--- config.mk ---
export PLATFORM = sky130hd
export DESIGN_NAME = gags_head
export DESIGN_NICKNAME = d
export VERILOG_FILES = /design/src/rtl/core/gags_pkg.sv /design/src/rtl/core/gags_head.sv
export SDC_FILE = /design/constraint.sdc
export NUM_CORES = 1
export LEC_CHECK = 0
export BUFFER_PORTS_ARGS = -buffer_cell sky130_fd_sc_hd__buf_2
export CORE_MARGIN = 3
export CORE_UTILIZATION = 42
export CTS_CLUSTER_DIAMETER = 200
export CTS_CLUSTER_SIZE = 28
export DETAILED_ROUTE_END_ITERATION = 10
export PLACE_DENSITY = 0.69
export SLEW_MARGIN = 20
export SYNTH_ARGS = -nofsm -noshare
export SYNTH_HDL_FRONTEND = slang
export SYNTH_SLANG_ARGS = --single-unit
--- constraint.sdc ---
create_clock -name i_clk -period 5.1 [get_ports i_clk]
set_clock_uncertainty 0.05 [all_clocks]
set_input_delay 0.51 -clock i_clk [delete_from_list [all_inputs] [get_ports i_clk]]
set_output_delay 0.51 -clock i_clk [all_outputs]
set_load 0.02 [all_outputs]
--- src/rtl/core/gags_pkg.sv ---
// Shared constants and types of the affine-gap alignment score block.
`default_nettype none

package gags_pkg;

    localparam int MAX_QUERY_DEF  = 256;
    localparam int SCORE_BITS_DEF = 21;

    localparam int RES_W      = 8;
    localparam int OPEN_W     = 7;
    localparam int EXT_W      = 5;
    localparam int MATCH_W    = 4;
    localparam int MISM_W     = 5;
    localparam int ROW_W      = 16;
    localparam int CFG_IDX_W  = 4;
    localparam int CFG_DATA_W = 8;

    localparam logic ACT_LOAD = 1'b0;
    localparam logic ACT_SUBJ = 1'b1;

    localparam logic [CFG_IDX_W-1:0] CFG_GAP_OPEN      = 4'd0;
    localparam logic [CFG_IDX_W-1:0] CFG_GAP_EXTEND    = 4'd1;
    localparam logic [CFG_IDX_W-1:0] CFG_MATCH_BONUS   = 4'd2;
    localparam logic [CFG_IDX_W-1:0] CFG_MISMATCH_COST = 4'd3;

    localparam logic [ROW_W-1:0] ROW_MAX = '1;

    typedef struct packed {
        logic signed [OPEN_W-1:0]  gap_open;
        logic signed [EXT_W-1:0]   gap_extend;
        logic        [MATCH_W-1:0] match_bonus;
        logic signed [MISM_W-1:0]  mismatch_cost;
    } t_cfg;

    // Control part of a token moving down the cell chain.
    typedef struct packed {
        logic valid;
        logic is_row;   // 1: subject row, 0: row initialization
        logic last;
    } t_tok_ctl;

    localparam t_cfg CFG_RST = '{
        gap_open:      -7'sd11,
        gap_extend:    -5'sd1,
        match_bonus:   4'd2,
        mismatch_cost: -5'sd1
    };

endpackage

`default_nettype wire

--- src/rtl/core/gags_head.sv ---
// Chain entry: builds the start-of-row F value (open + extend * row) for each token.
`default_nettype none

module gags_head #(
    parameter int SCORE_BITS = gags_pkg::SCORE_BITS_DEF
) (
    input  wire                                i_clk,
    input  wire                                i_rst_n,
    input  gags_pkg::t_cfg                     i_cfg,
    input  gags_pkg::t_tok_ctl                 i_ctl,
    input  wire [gags_pkg::RES_W-1:0]          i_res,
    input  wire [gags_pkg::ROW_W-1:0]          i_row,
    input  wire                                i_first,
    output gags_pkg::t_tok_ctl                 o_ctl,
    output logic [gags_pkg::RES_W-1:0]         o_res,
    output logic signed [SCORE_BITS-1:0]       o_f,
    output logic signed [SCORE_BITS-1:0]       o_h,
    output logic signed [SCORE_BITS-1:0]       o_diag
);

    localparam int PW = gags_pkg::EXT_W + gags_pkg::ROW_W + 1;
    localparam int SW = ((SCORE_BITS > PW) ? SCORE_BITS : PW) + 1;

    localparam logic signed [SCORE_BITS-1:0] SMIN = {1'b1, {(SCORE_BITS-1){1'b0}}};
    localparam logic signed [SCORE_BITS-1:0] SMAX = {1'b0, {(SCORE_BITS-1){1'b1}}};
    localparam logic signed [SW-1:0] LO = {{(SW-SCORE_BITS+1){1'b1}}, {(SCORE_BITS-1){1'b0}}};
    localparam logic signed [SW-1:0] HI = {{(SW-SCORE_BITS+1){1'b0}}, {(SCORE_BITS-1){1'b1}}};

    gags_pkg::t_tok_ctl            r1_ctl, r2_ctl, r3_ctl;
    logic [gags_pkg::RES_W-1:0]    r1_res, r2_res, r3_res;
    logic [gags_pkg::ROW_W-1:0]    r1_row;
    logic                          r1_first, r2_first, r3_first;
    logic signed [PW-1:0]          r2_prod;
    logic signed [SCORE_BITS-1:0]  r3_f;

    logic signed [PW-1:0]          n2_prod;
    logic signed [SW-1:0]          sum;
    logic signed [SCORE_BITS-1:0]  n3_f;

    assign n2_prod = $signed(i_cfg.gap_extend) * $signed({1'b0, r1_row});
    assign sum     = SW'(r2_prod) + SW'(i_cfg.gap_open);

    always_comb begin
        if (sum < LO) begin
            n3_f = SMIN;
        end else if (sum > HI) begin
            n3_f = SMAX;
        end else begin
            n3_f = sum[SCORE_BITS-1:0];
        end
    end

    always_ff @(posedge i_clk) begin
        if (!i_rst_n) begin
            r1_ctl <= '0;
            r2_ctl <= '0;
            r3_ctl <= '0;
        end else begin
            r1_ctl <= i_ctl;
            r2_ctl <= r1_ctl;
            r3_ctl <= r2_ctl;
        end
    end

    always_ff @(posedge i_clk) begin
        r1_res   <= i_res;
        r1_row   <= i_ctl.is_row ? i_row : '0;   // init token yields E of column 1 = open
        r1_first <= i_first;
        r2_res   <= r1_res;
        r2_prod  <= n2_prod;
        r2_first <= r1_first;
        r3_res   <= r2_res;
        r3_f     <= n3_f;
        r3_first <= r2_first;
    end

    assign o_ctl  = r3_ctl;
    assign o_res  = r3_res;
    assign o_f    = r3_f;
    assign o_h    = SMIN;
    // H of column 0 is zero only above the first row.
    assign o_diag = r3_first ? '0 : SMIN;

endmodule

`default_nettype wire

==> results by group <==
Power
  • Pleak: 3.523 nW
  • Worst VDD drop: 0.1991 mV
  • Power per Cell Area: roughly 420 mW/mm^2
  • Overall power: 0.002926 W

Yosys
  • Yosys reg bits: 95
  • Simple-Gate Fraction of Synth Area: 14.71%
  • EDFF count, synth: 0
  • Largest area contributor in the netlist: dfxtp_1
  • Synth Area in XOR/XNOR: just under 5%
  • Ys async rst share: 0%
  • Share of synthesized area spent on multiplexers: less than 1%
  • Yosys cell types: 43
  • Ys Warns: 0
  • Syn_area_per_cell: 9.415 sq um
  • Main combinational cell family by area after synthesis: adder cells
  • Seq/Total Area, Yosys: 30.79%
  • Post-Synth Adder-Cell Area: 27.63%
  • Synth top area cells: dfxtp_1 (31%), fa_1 (14%), ha_1 (13%)
  • Cell area after synthesis: 0.006176 sq mm
  • Post-synth top area share: 30.79%
  • Post-synthesis compound-gate area fraction: 11.04%
  • Post-synth top flop: dfxtp_1
  • Mapped Cells: 656

CTS
  • CTS resizes: 0
  • Num Clock Sinks: 95
  • CTS buffer count: 9
  • Cts hold-fix bufs: 0
  • Setup Buffers After CTS: 0
  • CTS tree: built
  • Clk slew on worst S/H paths: 0.06 ns
  • Buffers from clock root to sink, at most: 2
  • Clock root cell: clkbuf_16
  • Worst skew pair latency: between 0.3 and 0.4 ns
  • Htree depth: 3

Floorplan
  • Initial Util: around 44%
  • Die ar.: 0.01620 sq mm
  • Die Y: 127.3 microns
  • Core area: 0.01415 sq mm
  • I/O pin cnt: 125
  • Row count: 43
  • Die X: roughly 130 microns

Detailed routing
  • Wire per inst: 10.84 microns
  • # DRC: 0
  • Vias/cell: between 4 and 5
  • DR vias: 4,147
  • Post-Route WL: 9.972 mm
  • First DRT Iteration DRCs: 173
  • Post-DRT Antenna Nets: 0
  • DRT Pass-1 Iters: 4

Run
  • Total of max-cap violations: 0

Placement
  • RD Place Congestion: 0.8216
  • HPWL after DPL: 8.213 mm
  • PortBufs: 74
  • Post-place setup slack: 0.2545 ns
  • Placed Area: between 0.006 and 0.007 sq mm

Critical path
  • Peak fanout along the critical path: 8
  • Setup Crit Path Kind: input port to register
  • Crit start category: input port
  • CP cell instances: buf_2 > inv_1 > nor2_1 > fa_1 > fa_1 > inv_1 > fa_1 > inv_1 > ha_1 > nor2b_1 > o21ai_0 > a21boi_1 > o31ai_1 > o21ai_1 > o41ai_1 > buf_4 > mux2i_1 > nand3_1
  • Arrival @ worst endpoint: 4.63 ns
  • Data required time at the worst endpoint: 5.27 ns
  • R2R setup slack: between 0.8 and 0.9 ns
  • Critical path's slowest cell: fa_1
  • CP peak stage delay: 0.55 ns
  • Crit end category: register

Global routing
  • Grt ovf: 0
  • First-pass GRT wire length: roughly 18 mm
  • Largest net degree at the start of global routing: 21
  • Gr usage total: between 10% and 20%
  • Antenna violations before repair: 0
  • Vias in the first global route: 4,030

Cells and area
  • Final #Nets: 897
  • Final instance area: 0.006915 sq mm
  • Layout cells sized above 1: approximately 14%
  • Layout fillers: 1,375
  • Area growth, synth to finish: 11.97%
  • Diode count: 0

STA
  • Final Max Tran Viols: 0
  • Max Freq: 224.4 MHz
  • Tmin final: approximately 4.5 ns
  • Fin. Hold Viols: 0
  • Slew margin rel.: 48.76%
  • Setup TNS: 0 ns
  • Setup WS post-layout: 0.6432 ns
  • Final setup violation count: 0
  • RSZ-0062 raised after global routing: false
  • Least-Margin Pin Slew: 0.7686 ns
  • Final critical-path share of the clock period: 87.39%
  • Hold WS: 0.2150 ns

Run status
  • Outcome: completed

Worst hold path
  • Worst hold path type: input port to register
[power breakdown]
group          total (W)  internal (W)  switching [W]
registers       0.000958      0.000914      0.0000442
clock network   0.000650      0.000378       0.000272
logic            0.00132      0.000547       0.000771
total            0.00293       0.00184        0.00109
[kinds of logic (layout without fill, tap and decap cells)]
| group | count (synthesis) | count (layout) |
|---|---|---|
| AOI/OAI and AO/OA | 108 | 108 |
| xor gates and xnor gates | 34 | 34 |
| adders and majority gates | 110 | 110 |
| buffers and inverters | 134 | 179 |
| DFF | 95 | 95 |
| muxes | 1 | 1 |
| other | 2 | 41 |
| and+or+nand+nor | 172 | 172 |
[state kept, by name (all words and copies together) (netlist names)]
name and count:
r1_res 8, r3_first 1, r2_ctl 3, r1_ctl 3, r1_first 1, o_res 8, o_ctl 3, o_f 21
r1_row 16, r2_res 8, r2_prod 22, r2_first 1
[metrics by stage]
stage	util, %	std cells
6_report	48.87	920
5_1_grt	48.87	920
4_1_cts	48.85	920
3_5_place_dp	46.81	905
3_3_place_gp	46.81	905
2_1_floorplan	-	695
[critical path, delay by kind of cell]
kind,cells,cell delay [ns]
compound gates,5,1.07
fa+ha+maj,4,1.88
mux,1,0.17
buf+inv,5,0.64
simple gates,3,0.34
[routing by layer]
layer	vias up	GRT usage, %	wire length [microns]
met4	0	3.533	90
met1	1858	18.01	5040
met2	90	20.66	4335
met5	-	0	0
li1	2194	-	-
met3	5	4.599	506
[cell usage in the layout, fill, tap and decap left out, types with 23 or more instances in the layout]
cell type   n
a21oi_1    25
and2_1     77
buf_2      74
conb_1     41
dfxtp_1    95
fa_1       44
ha_1       66
inv_1      82
nand2_1    31
nor2_1     29
o21ai_1    25
xnor2_1    23
[synthesized netlist by cell type, types with 8 or more instances]
library cell	count
nor2_1	29
nand3_1	8
xnor2_1	23
a21o_1	16
buf_4	41
o21ai_1	26
a21oi_1	25
o21ai_0	10
nand2_1	31
fa_1	44
xor2_1	11
ha_1	66
dfxtp_1	95
and2_1	77
inv_1	82
[final timing paths]
check                 start           to  cells after the start
setup / recovery  i_cfg[13]  r2_prod[21]                     18
setup reg to reg  r1_row[2]  r2_prod[21]                     16
hold reg to reg   r1_res[5]    r2_res[5]                      0
hold / removal     i_res[1]    r1_res[1]                      1
[area by class of cell]
class	instances	area [sq um]	area share, %
clock buffers	10	229.0	3.311
clock inverters	5	58.81	0.8504
inverters	82	307.8	4.451
multi-input cells	466	3762	54.41
flip-flops and latches	95	1902	27.50
well taps	180	225.2	3.257
repair buffers	82	430.4	6.224
Power figures use the tool's default switching activity.
