<file path="src/rtl/core/gags_pkg.sv">
// Shared constants and types of the affine-gap alignment score block.
`default_nettype none

package gags_pkg;

    localparam int MAX_QUERY_DEF  = 256;
    localparam int SCORE_BITS_DEF = 21;

    localparam int RES_W      = 8;
    localparam int OPEN_W     = 7;
    localparam int EXT_W      = 5;
    localparam int MATCH_W    = 4;
    localparam int MISM_W     = 5;
    localparam int ROW_W      = 16;
    localparam int CFG_IDX_W  = 4;
    localparam int CFG_DATA_W = 8;

    localparam logic ACT_LOAD = 1'b0;
    localparam logic ACT_SUBJ = 1'b1;

    localparam logic [CFG_IDX_W-1:0] CFG_GAP_OPEN      = 4'd0;
    localparam logic [CFG_IDX_W-1:0] CFG_GAP_EXTEND    = 4'd1;
    localparam logic [CFG_IDX_W-1:0] CFG_MATCH_BONUS   = 4'd2;
    localparam logic [CFG_IDX_W-1:0] CFG_MISMATCH_COST = 4'd3;

    localparam logic [ROW_W-1:0] ROW_MAX = '1;

    typedef struct packed {
        logic signed [OPEN_W-1:0]  gap_open;
        logic signed [EXT_W-1:0]   gap_extend;
        logic        [MATCH_W-1:0] match_bonus;
        logic signed [MISM_W-1:0]  mismatch_cost;
    } t_cfg;

    // Control part of a token moving down the cell chain.
    typedef struct packed {
        logic valid;
        logic is_row;   // 1: subject row, 0: row initialization
        logic last;
    } t_tok_ctl;

    localparam t_cfg CFG_RST = '{
        gap_open:      -7'sd11,
        gap_extend:    -5'sd1,
        match_bonus:   4'd2,
        mismatch_cost: -5'sd1
    };

endpackage

`default_nettype wire

</file>
<file path="src/rtl/core/gags_cell.sv">
// One query column: holds its residue, E and H, and updates them as tokens pass.
`default_nettype none

module gags_cell #(
    parameter int SCORE_BITS = gags_pkg::SCORE_BITS_DEF,
    parameter int QLW        = 9,
    parameter int IDX        = 1
) (
    input  wire                                i_clk,
    input  wire                                i_rst_n,
    input  gags_pkg::t_cfg                     i_cfg,
    input  wire [QLW-1:0]                      i_qlen,
    input  wire                                i_ld_en,
    input  wire [gags_pkg::RES_W-1:0]          i_ld_res,
    input  gags_pkg::t_tok_ctl                 i_ctl,
    input  wire [gags_pkg::RES_W-1:0]          i_res,
    input  wire signed [SCORE_BITS-1:0]        i_f,
    input  wire signed [SCORE_BITS-1:0]        i_h,
    input  wire signed [SCORE_BITS-1:0]        i_diag,
    input  wire signed [SCORE_BITS-1:0]        i_score,
    output gags_pkg::t_tok_ctl                 o_ctl,
    output logic [gags_pkg::RES_W-1:0]         o_res,
    output logic signed [SCORE_BITS-1:0]       o_f,
    output logic signed [SCORE_BITS-1:0]       o_h,
    output logic signed [SCORE_BITS-1:0]       o_diag,
    output logic signed [SCORE_BITS-1:0]       o_score
);

    localparam logic [QLW-1:0] POS  = QLW'(IDX);
    localparam logic [QLW-1:0] SLOT = QLW'(IDX - 1);

    localparam logic signed [SCORE_BITS-1:0] SMIN = {1'b1, {(SCORE_BITS-1){1'b0}}};
    localparam logic signed [SCORE_BITS-1:0] SMAX = {1'b0, {(SCORE_BITS-1){1'b1}}};

    // Saturating add; a minus-infinity first operand absorbs.
    function automatic logic signed [SCORE_BITS-1:0] f_sadd(
        input logic signed [SCORE_BITS-1:0] a,
        input logic signed [SCORE_BITS-1:0] b
    );
        logic signed [SCORE_BITS:0] s;
        s = {a[SCORE_BITS-1], a} + {b[SCORE_BITS-1], b};
        if (a == SMIN) begin
            return SMIN;
        end else if (s[SCORE_BITS] != s[SCORE_BITS-1]) begin
            return s[SCORE_BITS] ? SMIN : SMAX;
        end else begin
            return s[SCORE_BITS-1:0];
        end
    endfunction

    function automatic logic signed [SCORE_BITS-1:0] f_max(
        input logic signed [SCORE_BITS-1:0] a,
        input logic signed [SCORE_BITS-1:0] b
    );
        return (a > b) ? a : b;
    endfunction

    logic [gags_pkg::RES_W-1:0]    r_q;
    logic signed [SCORE_BITS-1:0]  r_e, r_h;
    gags_pkg::t_tok_ctl            r_ctl;
    logic [gags_pkg::RES_W-1:0]    r_res;
    logic signed [SCORE_BITS-1:0]  r_f, r_h_o, r_diag, r_score;

    logic signed [SCORE_BITS-1:0]  open_s, ext_s, match_s, mism_s;
    logic signed [SCORE_BITS-1:0]  e_new, f_new, d_new, h_new, f_init;

    assign open_s  = SCORE_BITS'(i_cfg.gap_open);
    assign ext_s   = SCORE_BITS'(i_cfg.gap_extend);
    assign match_s = SCORE_BITS'(i_cfg.match_bonus);
    assign mism_s  = SCORE_BITS'(i_cfg.mismatch_cost);

    assign e_new  = f_max(f_sadd(r_e, ext_s), f_sadd(r_h, open_s));
    assign f_new  = f_max(f_sadd(i_f, ext_s), f_sadd(i_h, open_s));
    assign d_new  = f_sadd(i_diag, (r_q == i_res) ? match_s : mism_s);
    assign h_new  = f_max(f_max(e_new, f_new), d_new);
    // Init token carries E of this column; the next one gets one more extend.
    assign f_init = f_sadd(i_f, ext_s);

    always_ff @(posedge i_clk) begin
        if (!i_rst_n) begin
            r_ctl <= '0;
        end else begin
            r_ctl <= i_ctl;
        end
    end

    always_ff @(posedge i_clk) begin
        if (i_ld_en && i_qlen == SLOT) begin
            r_q <= i_ld_res;
        end
        r_res <= i_res;
        if (i_ctl.valid) begin
            if (i_ctl.is_row) begin
                r_e     <= e_new;
                r_h     <= h_new;
                r_f     <= f_new;
                r_h_o   <= h_new;
                r_diag  <= r_h;
                r_score <= (i_qlen == POS) ? h_new : i_score;
            end else begin
                r_e     <= i_f;
                r_h     <= SMIN;
                r_f     <= f_init;
                r_h_o   <= SMIN;
                r_diag  <= SMIN;
                r_score <= i_score;
            end
        end
    end

    assign o_ctl   = r_ctl;
    assign o_res   = r_res;
    assign o_f     = r_f;
    assign o_h     = r_h_o;
    assign o_diag  = r_diag;
    assign o_score = r_score;

endmodule

`default_nettype wire

</file>
<file path="config.mk">
export PLATFORM = sky130hd
export DESIGN_NAME = gags_cell
export DESIGN_NICKNAME = d
export VERILOG_FILES = /design/src/rtl/core/gags_pkg.sv /design/src/rtl/core/gags_cell.sv
export SDC_FILE = /design/constraint.sdc
export NUM_CORES = 1
export LEC_CHECK = 0
export BUFFER_PORTS_ARGS = -buffer_cell sky130_fd_sc_hd__buf_2
export CAP_MARGIN = 25
export CORE_ASPECT_RATIO = 1.5
export CORE_MARGIN = 2
export CORE_UTILIZATION = 50
export DETAILED_ROUTE_END_ITERATION = 12
export HOLD_SLACK_MARGIN = 0.03
export PLACE_DENSITY = 0.72
export SLEW_MARGIN = 20
export SYNTH_ARGS = -nofsm -noshare
export SYNTH_HDL_FRONTEND = slang
export SYNTH_SLANG_ARGS = --single-unit
export TNS_END_PERCENT = 10
</file>
<file path="constraint.sdc">
create_clock -name i_clk -period 13.57 [get_ports i_clk]
set_input_delay 0 -clock i_clk [delete_from_list [all_inputs] [get_ports i_clk]]
set_output_delay 0 -clock i_clk [all_outputs]
set_load 0.01 [all_outputs]
</file>
==> results.cfg, run 1 <==
[worst_setup_path]
cp_top_family = compound AO/OA/AOI/OAI gates
cp-start-kind = flop
r2r_slack_ns = 1.02
worst_setup_path_end_kind = flop
crit_arrival_ns = 12.72
r2r_start = o_h[0]
path_class = flop to flop
path_max_fanout = 25
worst_path_max_delay_cell = and3_1
cp_common_cell = o21ai_0
slowest_delay_ns = 0.68
crit_required_ns = 13.74
r2r_cells = 47
path_buf_inv = 3
r2r-end = o_score[16]

[route]
met2_length_um = 25330
routed_via_density = 6.275
wl_um = 50610
routed.top_layer = met4
drtIter0Drc = 1241
ant_nets = 0
drcViolationCount = 0
avgRoutedWirePerCell_um = 21.92
firstDrtPassIters = 6
vias = 14488
wl_met1_um = 19140
met3_length_um = 3415

[floorplanning]
die_area_um2 = 29710
fp.dieW_um = 141.4
coreArea_um2 = 27960
num_rows = 75
die_h_um = 210.1
boundaryPins = 231
start_util = 0.5064

[synthesis]
yosysWarningCount = 0
post_synth_instance_area_um2 = 14160
ys_ff_latch = 124
synth_ff_type = edfxtp_1
synthArstFlopShare = 0
synth_cell_types = 81
synth-edff-count = 113
synth_top_area_frac = 0.2396
yosysSeqAreaShare = 0.2552
synth_top_area_cell = edfxtp_1
synthTopCellsByArea = edfxtp_1 24%, ha_1 17%, o21ai_0 4.7%
syn_area_per_cell_um2 = 8.444
synth_nets = 2012
synth_cells = 1677

[cts]
cts_buffers = 17
clk_pin_slew_ns = 0.07
htreeDepth = 4
cts_setup_buffers = 0
clock_sinks = 124
cts_max_path_buffers = 2
cts_tree = built
cts-root-buf = clkbuf_16
insertion_delay_ns = 0.45

[global_route]
grt_pass1_vias = 14246
antenna_found_initial = 0
overflow = 0
grt_max_degree = 95
track_usage = 0.3343
grt_pass1_wl_um = 76900

[min_path]
hold_path.class = input port to flop
hp-start = i_ld_en
min_to = r_q[3]
hold_depth = 2

[cells_and_area]
diodes = 0
layout-drive-gt1-share = 0.1564
nets = 2286
final_cell_mix = 229 x buf_2, 193 x ha_1, 162 x nor2_1, 132 x o21ai_0, 119 x a21oi_1
area_growth_syn_to_layout_pct = 19.30
postLayoutCoreUtil = 0.6041
layout_commonest_cell = buf_2
fin_cells = 2309

[sta]
timing.final.crit_period_ns = 12.55
setup_tns_ns = 0
fmax_ghz = 0.07969
rsz0062_at_grt = no
finClkSkew_ns = 0.01040
worst_pin_slew_ns = 0.9290
final.period_utilization = 0.9248
setup-violations-final = 0
hold_violations = 0
whs_ns = 0.05132
drv_slew = 0
slew_headroom = 0.3807

[placed_design]
hpwl_um = 40390
port_buffers = 230
gp_congestion = 1.054
placed_cells = 2216

[flow_run]
maxCapViolations = 0

[run_status]
outcome = complete, no violations
## cell usage after synthesis (9+ instances only)
master and n:
a211oi_1 27, a21boi_0 16, a21o_1 58, a21oi_1 120, a2bb2oi_1 9, a31oi_1 22, and2_1 38, and3_1 16
clkbuf_1 36, dfxtp_1 11, edfxtp_1 113, ha_1 194, inv_1 108, mux2_2 13, mux2i_1 31, nand2_1 90
nand2b_1 21, nand3_1 25, nand4_1 23, nor2_1 163, nor2b_1 32, nor3_1 32, nor4_1 25, nor4b_1 9
o211ai_1 9, o21a_1 39, o21ai_0 132, o21ai_1 9, o22ai_1 24, or3_1 9, xnor2_1 46, xor2_1 37
## worst reg2reg max path, delay by kind of cell, from the launching register on
kind | cells | cell delay [ns]
buf+inv | 3 | 0.32
compound gates | 23 | 5.77
flops | 1 | 0.42
xor+xnor | 1 | 0.16
fa+ha+maj | 6 | 1.97
simple gates | 14 | 3.60
## through the flow
step	setup WS (ns)	instance area, um2
floorplan	3.149	14160
global placement	0.8554	15630
detailed placement	0.6757	15630
CTS	0.9303	16860
global route	0.1365	16890
finish	1.021	16890
## per-layer routing
metal / GRT usage / up-vias
li1: - / 6882
met1: 0.3785 / 6754
met2: 0.6028 / 692
met3: 0.05111 / 160
met4: 0.1734 / 0
met5: 0 / -
## kinds of logic after synthesis
group,synth area share
AO/OA/AOI/OAI,0.2580
AND/OR/NAND/NOR,0.1800
adder cells (fa/ha/maj),0.1793
buffers and inverters,0.04214
flip-flops,0.2552
XOR/XNOR,0.05133
multiplexers,0.03410
## final cells by class
cell class	count	area, um2
flip-flops and latches	124	3613
fillers	2517	11070
multi-input cells	1399	9985
clock buffers	17	425.4
inverters	109	409.1
repair buffers	300	1837
well taps	346	432.9
clock inverters	14	191.4
## how the worst max path moves through the flow
stage                        endpoint  depth (start not counted)      start  slack [ns]
after detailed placement  o_score[16]                         53  i_cfg[20]        0.68
after global routing      o_score[16]                         53  i_cfg[20]        0.14
after global placement    o_score[16]                         51  i_cfg[20]        0.86
after floorplan           o_score[19]                         51     o_h[0]        3.15
after CTS                 o_score[16]                         50     o_h[0]        0.93
final                     o_score[16]                         47     o_h[0]        1.02
## sequential cells by signal, summed over array words and instances (netlist names)
register and flops:
o_f 21, o_res 8, o_ctl 3, o_score 21
o_diag 21, r_e 21, o_h 21, r_q 8
## timing repair
action	4_1_cts	5_1_grt
hold buffers	61	0
endpoints found under the setup margin	0	8
resized for setup	0	4
hold endpoints to repair	68	0
Power of run 1 is left out: the tool's default activity adds up to more than one toggle a clock period on the data nets, which glitch-free logic cannot reach.
==> run 2, diff against run 1 <==
--- a/config.mk
+++ b/config.mk
@@ -10,6 +10,7 @@
 export CORE_ASPECT_RATIO = 1.5
 export CORE_MARGIN = 2
 export CORE_UTILIZATION = 50
+export CTS_BUF_LIST = sky130_fd_sc_hd__clkbuf_4
 export DETAILED_ROUTE_END_ITERATION = 12
 export HOLD_SLACK_MARGIN = 0.03
 export PLACE_DENSITY = 0.72
==> run 2 against run 1 <==
Worst hold slack better by 0.024 ns. Sequential cell count stayed put. Non-clock buffer count rose by 13. Sequential share of layout area is 0.24 points higher. Die area unchanged. Fmax hardly changed. Cell count up 0.61%. Utilization decreased by 0.67 points. Critical path type unchanged. Critical endpoint unchanged. Highest routed layer unchanged.
==> results.cfg, run 2 (synthesis gave the netlist of run 1 again) <==
[worst_setup_path]
path_class = flop to flop
path_max_fanout = 25
worst_setup_path_end_kind = flop
r2r-end = o_score[16]
r2r_slack_ns = 1.02
r2r_start = o_h[0]
cp-start-kind = flop
crit_required_ns = 13.95
r2r_cells = 51
cp_common_cell = o21ai_0
slowest_delay_ns = 0.55
worst_path_max_delay_cell = ha_2
crit_arrival_ns = 12.93

[global_route]
track_usage = 0.3349
grt_pass1_wl_um = 77020
antenna_found_initial = 1
overflow = 0
met3_usage = 0.05952
grt_util_met1 = 0.3730
grt_pass1_vias = 14341
grt_busiest_layer = met2
grt_max_degree = 95
globalRouteMet2Util = 0.6026

[cts]
cts_buffers = 17
clk_pin_slew_ns = 0.14
cts_tree = built
cts-root-buf = clkbuf_4
insertion_delay_ns = 0.66
cts_max_path_buffers = 2
htreeDepth = 4
cts_setup_buffers = 0
clock_sinks = 124

[sta]
finClkSkew_ns = 0.03714
hold_violations = 0
timing.final.crit_period_ns = 12.55
slew_headroom = 0.3734
setup-violations-final = 0
setup_tns_ns = 0
drv_slew = 0
final.period_utilization = 0.9246
rsz0062_at_grt = no
worst_pin_slew_ns = 0.9400
fmax_ghz = 0.07970

[placed_design]
hpwl_um = 40390
gp_congestion = 1.054
port_buffers = 230

[route]
routed_via_density = 6.252
avgRoutedWirePerCell_um = 21.79
drcViolationCount = 0
drtIter0Drc = 1097
wl_um = 50620
firstDrtPassIters = 8
ant_nets = 0
vias = 14524

[floorplanning]
die_area_um2 = 29710
boundaryPins = 231
fp.dieW_um = 141.4
start_util = 0.5064
num_rows = 75
coreArea_um2 = 27960
die_h_um = 210.1

[cells_and_area]
nets = 2299
postLayoutCoreUtil = 0.5974
layout_commonest_cell = buf_2
layout-drive-gt1-share = 0.1538
final_cell_mix = 229 x buf_2, 193 x ha_1, 163 x nor2_1, 132 x o21ai_0, 119 x a21oi_1
area_growth_syn_to_layout_pct = 17.97

[min_path]
hp-start = i_ld_res[5]
hold_depth = 2
min_to = r_q[5]
hold_path.class = input port to flop

[run_status]
outcome = complete, no violations

[flow_run]
maxCapViolations = 0
## run 2: changes by cell type in the layout (fill, tap and decap cells not counted), sizes merged
| cell | previous run | this run |
|---|---|---|
| clkbuf | 17 | 18 |
| diode | 0 | 1 |
| dlygate4sd3 | 61 | 73 |
## run 2: metal layers
| metal | share of wire | wire, um | up-vias |
|---|---|---|---|
| met1 | 0.38 | 19250 | 6806 |
| li1 | - | - | 6905 |
| met3 | 0.066 | 3356 | 165 |
| met5 | 0 | 0 | - |
| met2 | 0.50 | 25180 | 648 |
| met4 | 0.056 | 2832 | 0 |
## run 2: worst max path at each step
stage / startpoint / endpoint / slack, ns / cells after the start
finish: o_h[0] / o_score[16] / 1.02 / 51
global route: i_cfg[20] / o_score[16] / 0.11 / 52
CTS: o_h[0] / o_score[16] / 0.96 / 50
detailed placement: i_cfg[20] / o_score[16] / 0.68 / 53
global placement: i_cfg[20] / o_score[16] / 0.86 / 51
floorplan: o_h[0] / o_score[19] / 3.15 / 51
## run 2: repair_timing
item,in CTS,in global routing
hold buffers,73,0
resized for setup,0,2
endpoints found under the hold margin,118,0
setup endpoints to repair,0,3
## run 2: final cells by class
class	count	area [um2]
Tap cell	346	432.9
Antenna cell	1	2.502
Timing Repair Buffer	313	1962
Clock inverter	14	191.4
Sequential cell	124	3613
Multi-Input combinational cell	1399	9967
Inverter	109	409.1
Clock buffer	17	127.6
Fill cell	2513	11260
## run 2: metrics by stage
stage | setup WS [ns] | instances | instance area [um2] | hold WS [ns]
2_1_floorplan | 3.149 | 1677 | 14160 | 0.02772
6_report | 1.023 | 2323 | 16710 | 0.07573
3_3_place_gp | 0.8554 | 2216 | 15630 | 0.1303
3_5_place_dp | 0.6757 | 2216 | 15630 | 0.1343
5_1_grt | 0.1107 | 2323 | 16710 | 0.07489
4_1_cts | 0.9598 | 2320 | 16680 | 0.04741
## run 2: worst max-delay path, delay by kind of cell (launching register included)
family	cells	cell delay, ns
AO/OA/AOI/OAI	26	5.81
AND/OR/NAND/NOR	12	2.77
adder cells (fa/ha/maj)	6	1.95
buffers and inverters	5	0.70
flip-flops	1	0.45
multiplexers	1	0.40
XOR/XNOR	1	0.16
Power of run 2 is left out for the same reason.
==> run 3, diff against run 2 <==
--- a/config.mk
+++ b/config.mk
@@ -5,6 +5,7 @@
 export SDC_FILE = /design/constraint.sdc
 export NUM_CORES = 1
 export LEC_CHECK = 0
+export ABC_AREA = 1
 export BUFFER_PORTS_ARGS = -buffer_cell sky130_fd_sc_hd__buf_2
 export CAP_MARGIN = 25
 export CORE_ASPECT_RATIO = 1.5
==> run 3 against run 2 <==
Synthesized cell count rose by 30%. Via count grew 8.7%. First-iteration DRC count grew 15%. Highest routed layer unchanged. Critical path type is now input port to flop. Utilization shrank 0.61 points. Area after synthesis rose by 4.4%. Clock skew shrank 0.0087 ns. Register-to-register slack improved by 1.4 ns. Non-clock buffer count is 7 higher. Critical path depth increased by 17.
==> results.cfg, run 3 <==
[run_status]
outcome = complete, no violations

[floorplanning]
num_rows = 77
die_area_um2 = 30990
start_util = 0.5048
boundaryPins = 231
coreArea_um2 = 29290
fp.dieW_um = 144.4
die_h_um = 214.6

[synthesis]
synth_ff_type = edfxtp_1
syn_area_per_cell_um2 = 6.758
synth_top_area_cell = edfxtp_1
yosysMostFrequentCell = nand2_1
yosysSeqAreaShare = 0.2444
synthTopCellsByArea = edfxtp_1 23%, ha_1 16%, nand2_1 15%
ys_ff_latch = 124
synth_cell_types = 51
synth_common_cells = 585 x nand2_1, 307 x inv_1, 194 x ha_1
synth_cells = 2188
synth_top_area_frac = 0.2295
synth-edff-count = 113
yosysWarningCount = 0
post_synth_instance_area_um2 = 14790
synth_nets = 2523
synthArstFlopShare = 0

[worst_setup_path]
path_class = input port to flop
r2r_start = o_h[4]
r2r_cells = 61
cp-start-kind = input port
worst_setup_path_end_kind = flop
crit_required_ns = 14.02
r2r_slack_ns = 2.42
r2r-end = o_score[17]
slowest_delay_ns = 0.54
path_max_fanout = 41
worst_path_max_delay_cell = buf_2
crit_arrival_ns = 12.06
cp_common_cell = nand2_1

[placed_design]
gp_congestion = 0.9619
hpwl_um = 42600
place_ws_ns = 1.340
port_buffers = 230

[cts]
clock_sinks = 124
holdBufCountCts = 78
htreeDepth = 4
cts_tree = built
cts_max_path_buffers = 2
cts_buffers = 17
insertion_delay_ns = 0.66
cts_setup_buffers = 0
clk_pin_slew_ns = 0.14
cts-root-buf = clkbuf_4
cts_resized = 0

[cells_and_area]
nets = 2804
area_growth_syn_to_layout_pct = 17.13
layout-drive-gt1-share = 0.1459
final_cell_mix = 585 x nand2_1, 307 x inv_1, 229 x buf_2, 194 x ha_1, 190 x nand3_1
postLayoutCoreUtil = 0.5913
layout_commonest_cell = nand2_1

[route]
routed_via_density = 5.482
drtIter0Drc = 1266
avgRoutedWirePerCell_um = 18.31
wl_um = 52740
vias = 15793
firstDrtPassIters = 5
drcViolationCount = 0
ant_nets = 0

[global_route]
antenna_found_initial = 3
met3_usage = 0.04734
track_usage = 0.3411
grt_busiest_layer = met2
overflow = 0
grt_util_met1 = 0.3789
grt_max_degree = 69
grt_pass1_wl_um = 80760
globalRouteMet2Util = 0.6190
grt_pass1_vias = 15569

[min_path]
min_to = r_q[3]
hp-start = i_ld_res[3]
hold_depth = 2
hold_path.class = input port to flop

[sta]
slew_headroom = 0.3560
drv_slew = 0
rsz0062_at_grt = no
setup_tns_ns = 0
final.period_utilization = 0.8559
hold_violations = 0
finClkSkew_ns = 0.02845
setup_ws_ns = 1.955
fmax_ghz = 0.08610
setup-violations-final = 0
timing.final.crit_period_ns = 11.61
worst_pin_slew_ns = 0.9660

[flow_run]
maxCapViolations = 0
[run 3: logic make-up (layout without fill, tap and decap cells)]
family	Yosys count	count (layout)	synth area share
compound gates	379	379	0.1409
other cells	0	4	0
buf+inv	382	676	0.1007
flops	124	124	0.2444
xor+xnor	42	42	0.02488
fa+ha+maj	199	199	0.1709
simple gates	1059	1059	0.3159
mux	3	3	0.002285
[run 3: how the worst max path moves through the flow]
stage | to | slack, ns | startpoint
2_1_floorplan | o_score[15] | 4.67 | i_cfg[14]
3_3_place_gp | o_score[14] | 1.54 | i_cfg[20]
3_5_place_dp | o_score[12] | 1.34 | i_cfg[20]
4_1_cts | o_score[12] | 2.03 | i_cfg[20]
5_1_grt | o_score[15] | 0.60 | i_cfg[20]
6_report | o_score[17] | 1.96 | i_cfg[20]
[run 3: area by class of cell]
cell class	instances	area [um2]
Antenna cell	4	10.01
Clock buffer	18	135.1
Clock inverter	14	138.9
Fill cell	2881	11970
Inverter	324	1216
Multi-Input combinational cell	1682	9686
Sequential cell	124	3613
Tap cell	395	494.2
Timing Repair Buffer	320	2024
[run 3: layer usage]
layer	wire, um	share of wire
met3	2915	0.055
met4	2886	0.055
met2	26980	0.51
met1	19960	0.38
met5	0	0
[run 3: critical path, delay by kind of cell]
kind            cells  cell delay, ns
simple gates       33            4.75
compound gates     15            2.79
buf+inv            12            2.28
fa+ha+maj           5            1.76
xor+xnor            3            0.41
[run 3: metrics by stage]
step | instances | hold slack (ns) | area (um2)
2_1_floorplan | 2188 | 0.02772 | 14790
3_3_place_gp | 2767 | 0.1302 | 16250
5_1_grt | 2881 | 0.06476 | 17320
6_report | 2881 | 0.07482 | 17320
4_1_cts | 2877 | 0.03420 | 17310
3_5_place_dp | 2767 | 0.1346 | 16250
Power of run 3 is left out for the same reason.
